$ cat src/design/sc_pkg.sv
// Shared types, fixed-point constants and the arctangent table for the
// spherical/cartesian converter. No dependencies.
`timescale 1ns / 1ps
`default_nettype none

package sc_pkg;

    localparam int CORDIC_STAGES_DEF = 20;

    localparam int XY_W   = 60;
    localparam int ANG_W  = 35;
    localparam int RAD_W  = 64;
    localparam int REM_W  = 34;
    localparam int ROOT_W = 32;
    localparam int TRIG_W = 33;

    localparam logic signed [ANG_W-1:0] PI_Q30      = 35'sd3373259426;
    localparam logic signed [ANG_W-1:0] HALF_PI_Q30 = 35'sd1686629713;
    localparam logic signed [ANG_W-1:0] TWO_PI_Q30  = 35'sd6746518852;
    localparam logic signed [XY_W-1:0]  GAIN_Q30    = 60'sh26DD3B6A;

    localparam logic [17:0] POLAR_MAX   = 18'd205887;
    localparam logic [18:0] AZIMUTH_MAX = 19'd411774;

    localparam logic [31:0] ATAN_TAB [32] = '{
        32'h3243F6A8, 32'h1DAC6705, 32'h0FADBAFC, 32'h07F56EA6, 32'h03FEAB76, 32'h01FFD55B,
        32'h00FFFAAA, 32'h007FFF55, 32'h003FFFEA, 32'h001FFFFD, 32'h000FFFFF, 32'h0007FFFF,
        32'h0003FFFF, 32'h0001FFFF, 32'h0000FFFF, 32'h00007FFF, 32'h00003FFF, 32'h00001FFF,
        32'h00000FFF, 32'h000007FF, 32'h000003FF, 32'h000001FF, 32'h000000FF, 32'h0000007F,
        32'h0000003F, 32'h0000001F, 32'h0000000F, 32'h00000008, 32'h00000004, 32'h00000002,
        32'h00000001, 32'h00000000
    };

    typedef struct packed {
        logic signed [XY_W-1:0]  x;
        logic signed [XY_W-1:0]  y;
        logic signed [ANG_W-1:0] a;
    } t_rot;

    typedef struct packed {
        logic [RAD_W-1:0]  rad;
        logic [REM_W-1:0]  rem;
        logic [ROOT_W-1:0] root;
    } t_root;

    typedef struct packed {
        logic               func;
        logic               err;
        logic [31:0]        r;
        logic [17:0]        pol;
        logic [18:0]        az;
        logic signed [31:0] x;
        logic signed [31:0] y;
        logic signed [31:0] z;
    } t_sq_side;

    typedef struct packed {
        logic        func;
        logic        err;
        logic        neg_a;
        logic        neg_b;
        logic        zero_a;
        logic        zero_b;
        logic        pi_a;
        logic        pi_b;
        logic [31:0] r;
        logic [31:0] rad;
    } t_cr_side;

endpackage

`default_nettype wire

$ cat src/design/sc_sqrt_cell.sv
// One digit of the restoring square root, two lanes side by side.
// Depends on sc_pkg.
`timescale 1ns / 1ps
`default_nettype none

module sc_sqrt_cell (
    input  logic             i_clk,
    input  logic             i_en,
    input  sc_pkg::t_root    i_a,
    input  sc_pkg::t_root    i_b,
    input  sc_pkg::t_sq_side i_side,
    output sc_pkg::t_root    o_a,
    output sc_pkg::t_root    o_b,
    output sc_pkg::t_sq_side o_side
);

    function automatic sc_pkg::t_root step(input sc_pkg::t_root s);
        logic [sc_pkg::REM_W+1:0] rs;
        logic [sc_pkg::REM_W+1:0] trial;
        sc_pkg::t_root            o;
        rs    = {s.rem, s.rad[sc_pkg::RAD_W-1 -: 2]};
        trial = {2'b00, s.root, 2'b01};
        o.rad = {s.rad[sc_pkg::RAD_W-3:0], 2'b00};
        if (rs >= trial) begin
            o.rem  = sc_pkg::REM_W'(rs - trial);
            o.root = {s.root[sc_pkg::ROOT_W-2:0], 1'b1};
        end else begin
            o.rem  = rs[sc_pkg::REM_W-1:0];
            o.root = {s.root[sc_pkg::ROOT_W-2:0], 1'b0};
        end
        return o;
    endfunction

    sc_pkg::t_root    r_a, r_b, n_a, n_b;
    sc_pkg::t_sq_side r_side;

    always_comb begin
        n_a = step(i_a);
        n_b = step(i_b);
    end

    always_ff @(posedge i_clk) begin
        if (i_en) begin
            r_a    <= n_a;
            r_b    <= n_b;
            r_side <= i_side;
        end
    end

    assign o_a    = r_a;
    assign o_b    = r_b;
    assign o_side = r_side;

endmodule

`default_nettype wire

$ cat config.mk
export PLATFORM = sky130hd
export DESIGN_NAME = sc_sqrt_cell
export DESIGN_NICKNAME = d
export VERILOG_FILES = /design/src/design/sc_pkg.sv /design/src/design/sc_sqrt_cell.sv
export SDC_FILE = /design/constraint.sdc
export NUM_CORES = 1
export LEC_CHECK = 0
export BUFFER_PORTS_ARGS = -buffer_cell sky130_fd_sc_hd__buf_4
export CAP_MARGIN = 0
export CORE_AREA = 2 2 332 334
export CTS_CLUSTER_DIAMETER = 50
export DETAILED_ROUTE_END_ITERATION = 8
export DIE_AREA = 0 0 334 336
export GPL_ROUTABILITY_DRIVEN = 0
export SETUP_SLACK_MARGIN = 0.02
export SYNTH_ARGS = -nofsm -noshare
export SYNTH_HDL_FRONTEND = slang
export SYNTH_SLANG_ARGS = --single-unit
$ cat constraint.sdc
create_clock -name i_clk -period 2.75 [get_ports i_clk]
set_input_delay 0.4125 -clock i_clk [delete_from_list [all_inputs] [get_ports i_clk]]
set_output_delay 0.4125 -clock i_clk [all_outputs]
set_load 0.02 [all_outputs]
# Word-level counts from Yosys, hierarchy flattened
# Cells that the tools add are included.
totals:
  register_bits: 423
  in_bits: 429
op_classes:
  n_addsub: 2
  n_lt_le_gt_ge: 2
  muxes: 2
ops:
  columns: ["operator", "count"]
  rows:
  - ["66-bit 2-to-1 mux", 2]
  - ["36-bit by 34-bit greater-or-equal comparator with 1-bit output", 2]
  - ["34-bit subtractor", 2]

# Depth between registers and ports, before layout
# Gate-level depths: netlist (run 1).
logic_depth:
  word_depth: 2
  mapped_depth: 13
  ltp_nobuf: 11

# Least setup slack after synthesis (run 1)
# Ideal clock, no wire load.
synth_path:
  path_type: "in2reg"
  startpoint: "input port i_b[23] (netlist bit)"
  endpoint: "register r_b (netlist bit o_b[58]), data pin"
  arrival_ns: 2.631
  t_required_ns: 2.490
  setup_slack_ns: -0.141
  path_stages: 12
  n_path_buf: 2
  path_cell_list: "inv_1 ha_1 clkbuf_1 a21o_1 a21o_1 a21oi_2 nor2_1 a2111oi_2 o31ai_2 o21ai_2 buf_6 mux2_2"
synth_lines:
  columns: ["element", "line_no", "rtl"]
  rows:
  - ["start, declared", "sc_sqrt_cell.sv:10", "input sc_pkg::t_root i_b,"]
  - ["end signal, assigned", "sc_sqrt_cell.sv:45", "r_b <= n_b;"]
  - ["end, declared", "sc_sqrt_cell.sv:34", "sc_pkg::t_root r_a, r_b, n_a, n_b;"]

==> flow_summary.ini, run 1 <==
[routing]
vias_per_cell = 3.86
route.detailed.drc = 0
drt_iter0_drc = 928
post_drt_wl_per_cell_um = 22.7
ant_nets = 0
via_count = 15700
dr.pass1.iters = 5
wl_um = 92000

[floorplan]
die_y_um = 336
ioPinCount = 856
core_mm2 = 0.108
initial_core_util_pct = 16.3
core.rowCount = 121
die_x_um = 334
fp.dieArea_mm2 = 0.112

[placement]
dpl-instance-area_mm2 = 0.0273
io_buffers = 851
hpwl_um = 73600

[setup_path]
cp-end-kind = register
startpoint_type = primary input
worst_path_largest_cell_delay_ns = 0.53
path_max_fanout = 4
cp-startpoint = i_b[26]
worstPathArrival_ns = 3.12
path_cells = dlygate4sd3_1 > buf_4 > inv_1 > ha_1 > a21o_1 > a21oi_2 > o21bai_2 > a2111oi_4 > o31ai_4 > o21ai_4 > clkbuf_16 > buf_4 > mux2_1
criticalPathCategory = in -> reg
crit_required_ns = 3.11
crit_path_top_delay_cell = dlygate4sd3_1
cp_common_cell = buf_4

[cts]
cts_buffer_depth = 3
path_clk_slew_ns = 0.06
cts_tree = built
cts_made_buffers = 71
clock_sinks = 423
cts_max_level = 3
cts_root_buf = clkbuf_16

[yosys]
synth_area_mm2 = 0.0176
yosys.area_share.simple_pct = 4.93
async_reset_ff_share_pct = 0
synth_top_family_by_area = compound AO/OA/AOI/OAI gates
synth.distinct_cells = 76
yosysWarnings = 0
yosysTopAreaCellShare_pct = 72.1
yosysTopAreaCell = edfxtp_1
synth_compound_area_share_pct = 9.22
synthesis.instances = 1123
synthFlopType = edfxtp_1
ys_seq_area_share_pct = 72.1
synth_seq_cells = 423
synthesis.area_per_instance_um2 = 15.7
synth.area.mux_share_pct = 2.93
netlist_top_cells_area = edfxtp_1 72%, ha_1 4.8%, a21oi_1 2.2%
synth_xor_area_share_pct = 2.93
synth_edf_count = 423
synth_fa_ha_area_share_pct = 4.83

[power]
leakagePower_nw = 14.2
p_int_mw = 15.6
switching_power_mw = 6.34
p_comb_share_pct = 21.9
ir_drop_v = 0.000430
pwr-share-clk_pct = 41.2
share_seq_of_total_power_pct = 37.0
power_density_mw_per_mm2 = 656
power_mw = 21.9
switching_share_pct = 28.9

[layout]
nets = 3076
final_cell_area_mm2 = 0.0334
area_growth_pct = 89.5
post-route-util_pct = 30.8
final_common_cell = buf_4
fill_cells = 10900
drive_above_1_share_pct = 47.1
final_cell_mix = 1044 x buf_4, 423 x edfxtp_1, 349 x dlygate4sd3_1

[global_route]
grt_pass1_vias = 16000
grt_usage_pct = 15.5
antenna_found_initial = 31
grt_pass1_wl_um = 121000
grt.overflow.total = 0
grt_max_degree = 82

[timing]
setup_viol = 1
timing.fmax_mhz = 363
worst_pin_slew_ns = 0.566
min_period_over_period_pct = 100
worst_slack_ns = -0.00773
fin_crit_ns = 2.76
slew_viol_final = 0
slew_headroom_pct = 61.8
hold_viol = 0
rsz0062_at_grt = yes

[outcome]
outcome = finished, violations left
failed_checks = setup timing

[min_path]
hold_start = i_b[51]
min_path_type = in -> reg

[job]
drv_cap = 0
## critical path, delay by kind of cell
| kind | cells | cell delay, ns |
|---|---|---|
| buf+inv | 5 | 1.04 |
| fa+ha+maj | 1 | 0.21 |
| compound gates | 6 | 1.13 |
| mux | 1 | 0.32 |
## final timing paths
check | depth (start not counted) | to | slack, ns
worst max-delay path | 13 | o_b[36] | -0.008
worst min-delay path | 2 | o_b[53] | 0.08
## power groups by stage
stage	Combinational, mW	Sequential, mW	Clock, mW
after floorplan	1.03	8.89	0
after global placement	4.28	8.20	0
after detailed placement	4.30	8.20	0
after CTS	4.77	8.09	9.30
after global routing	5.09	8.14	9.54
final	4.80	8.09	9.01
## synthesized netlist by cell type, types with 3 or more instances
library cell	number
edfxtp_1	423
inv_1	89
a21oi_1	78
ha_1	68
nor2_1	64
xnor2_1	40
nand2_1	37
a21o_1	32
mux2_1	30
o21ai_0	25
xor2_1	19
nand4_1	14
o21ai_1	13
nand3_1	12
a21oi_2	10
clkbuf_1	9
o21bai_1	9
buf_4	8
nand2b_1	8
nor2b_1	8
nor3_1	7
buf_2	6
mux2_2	6
mux2_4	6
o211ai_1	6
o21a_1	6
a31oi_1	5
and2_1	5
and3_1	4
or3_1	4
a211oi_1	3
buf_6	3
buf_8	3
o2111ai_1	3
o31a_1	3
o31ai_1	3
## cells by family (layout without fill, tap and decap cells)
kind of cell | count (synthesis) | count (layout)
adder cells (fa/ha/maj) | 68 | 68
multiplexers | 44 | 44
AO/OA/AOI/OAI | 232 | 232
AND/OR/NAND/NOR | 178 | 178
other | 1 | 12
flip-flops | 423 | 423
buffers and inverters | 118 | 1627
XOR/XNOR | 59 | 59
## cell type report
type	count	area [µm²]	share of cell area, %
sequential	423	12700	38.0
tap	1414	1770	5.30
timing repair buffer	1409	11600	34.9
clock inverter	49	571	1.71
antenna	8	20.0	0.0600
clock buffer	80	1810	5.42
multi-input combinational	585	4540	13.6
inverter	89	337	1.01
## what timing repair did
item,CTS,global route
buffers inserted,0,10
endpoints found under the hold margin,349,0
endpoints found under the setup margin,0,36
hold buffers,349,0
resized for setup,0,17
## metal layers
layer | track usage, % | vias to the layer above | wire, µm
met5 | 0.468 | - | 230
met4 | 9.37 | 24 | 5830
met3 | 8.03 | 178 | 11100
met2 | 23.1 | 743 | 39900
met1 | 17.7 | 7546 | 34900
li1 | - | 7183 | -
## state kept, by name, summed over array words and instances (netlist names)
signal / count
o_a: 128
o_side: 167
o_b: 128
## per-stage QoR
step           TNS (ns)  hold slack [ns]  instances  worst slack, ns
6_report       -0.00773           0.0816       4057         -0.00773
5_1_grt         -0.0356           0.0333       4054          -0.0104
4_1_cts               0           0.0143       4037           0.0274
3_5_place_dp     -24.23            0.592       3559           -0.489
3_3_place_gp     -23.46            0.591       3559           -0.440
2_1_floorplan         0            0.511       1126           0.0232
Note: power is estimated with default switching activity, not from simulation.
==> run 2, diff against run 1 <==
- CORE_AREA: 2 2 332 334 -> 2 2 333 335
- DIE_AREA: 0 0 334 336 -> 0 0 335 337
- PLACE_DENSITY_LB_ADDON: default -> 0.3
- clock period: 2.75 -> 3.3 ns (I/O delays scaled with it)
==> flow_summary.ini, run 2 (synthesized netlist as in run 1, its figures left out) <==
[outcome]
outcome = finished clean

[power]
leakagePower_nw = 12.9
pwr-share-clk_pct = 40.4
switching_power_mw = 4.90
power_density_mw_per_mm2 = 560
switching_share_pct = 28.6
p_int_mw = 12.3
share_seq_of_total_power_pct = 39.0
p_comb_share_pct = 20.6
ir_drop_v = 0.000291

[cts]
clock_sinks = 423
path_clk_slew_ns = 0.05
cts_max_level = 3
cts_root_buf = clkbuf_16
cts_made_buffers = 67
cts_tree = built
cts_buffer_depth = 3

[routing]
vias_per_cell = 3.73
route.detailed.drc = 0
ant_nets = 0
wl_um = 79500
drt_iter0_drc = 786
via_count = 14100
dr.pass1.iters = 5
post_drt_wl_per_cell_um = 21.0

[setup_path]
worstPathArrival_ns = 3.49
cp-end-kind = register
critPathBufInv = 4
cp_common_cell = buf_4
criticalPathCategory = in -> reg
worst-path-stages = 14
path_cells = dlygate4sd3_1 > buf_4 > inv_1 > ha_1 > nand2_1 > o21a_1 > o21ai_1 > a221oi_2 > o311ai_2 > buf_4 > o31ai_4 > nor3_1 > a211o_1 > mux2_2
worst_path_largest_cell_delay_ns = 0.53
crit_required_ns = 3.65
path_max_fanout = 7
path_delay_family = compound AO/OA/AOI/OAI gates
crit_path_top_delay_cell = dlygate4sd3_1
startpoint_type = primary input

[timing]
setup_tns_ns = 0
min_period_over_period_pct = 94.9
worst_slack_ns = 0.168
hold_viol = 0
hold_ws_ns = 0.0592
timing.fmax_mhz = 319
slew_viol_final = 0
setup_viol = 0
fin_crit_ns = 3.13
rsz0062_at_grt = no

[layout]
area_growth_pct = 73.8
drive_above_1_share_pct = 45.7
instances_no_fill = 3786
fill_cells = 11400
final_cell_mix = 912 x buf_4, 423 x edfxtp_1, 211 x dlygate4sd3_1
post-route-util_pct = 27.9
largest_reg_flops = 167
final_common_cell = buf_4
nets = 2798

[global_route]
grt.overflow.total = 0
grt_usage_pct = 13.2
grt_pass1_vias = 14300
grt_pass1_wl_um = 105000
antenna_found_initial = 17
grt_max_degree = 78

[min_path]
min_path_type = in -> reg
hold_depth = 1

[placement]
hpwl_um = 64500
io_buffers = 851
place_inst = 3447
pre_cts_slack_ns = -0.144

[floorplan]
fp.dieArea_mm2 = 0.113
core.rowCount = 122
ioPinCount = 856
initial_core_util_pct = 16.1
die_x_um = 335
die_y_um = 337
core_mm2 = 0.110

[job]
drv_cap = 0
[run 2: changes by cell type in the layout (fill, tap and decap cells not counted), sizes merged]
| cell | change |
|---|---|
| clkbuf | -9 |
| inv | -9 |
| clkinvlp | -3 |
| dlygate4sd3 | -138 |
| buf | -134 |
| bufinv | -2 |
| clkinv | +12 |
[run 2: final timing paths]
kind	start	slack [ns]	end
worst min-delay path	i_a[8]	0.06	o_a[9]
worst max-delay path	i_b[19]	0.17	o_b[63]
[run 2: repair_timing]
| action | 4_1_cts | 5_1_grt |
|---|---|---|
| endpoints found under the setup margin | 0 | 2 |
| hold endpoints to repair | 211 | 0 |
| buffers inserted | 0 | 0 |
| hold buffers | 211 | 0 |
| resized for setup | 0 | 1 |
[run 2: routing by layer]
layer / share of wire [%] / wire [µm] / GRT usage [%] / up-vias
li1: - / - / - / 6630
met1: 41 / 32400 / 16.2 / 6762
met2: 46 / 36400 / 20.6 / 601
met3: 9.6 / 7590 / 5.09 / 116
met4: 3.7 / 2940 / 5.99 / 6
met5: 0.045 / 36 / 0 / -
[run 2: cell type report]
type                            count  area (µm²)  share of cell area (%)
Antenna cell                        8        20.0                  0.0654
Clock buffer                       73        1700                    5.55
Clock inverter                     47         483                    1.58
Inverter                           89         334                    1.09
Multi-Input combinational cell    585        4410                    14.4
Sequential cell                   423       12700                    41.5
Tap cell                         1426        1780                    5.83
Timing Repair Buffer             1135        9190                    30.0
[run 2: power groups by stage]
stage / combinational [mW] / clock (mW) / sequential, mW
floorplan: 0.847 / 0 / 7.41
global placement: 3.35 / 0 / 6.79
detailed placement: 3.34 / 0 / 6.79
CTS: 3.58 / 7.16 / 6.70
global route: 3.76 / 7.36 / 6.74
finish: 3.53 / 6.93 / 6.69
[run 2: through the flow]
| step | area (µm²) | total power [mW] |
|---|---|---|
| 4_1_cts | 30600 | 17.4 |
| 3_5_place_dp | 26300 | 10.1 |
| 2_1_floorplan | 17600 | 8.26 |
| 3_3_place_gp | 26300 | 10.1 |
| 6_report | 30600 | 17.2 |
| 5_1_grt | 30600 | 17.9 |
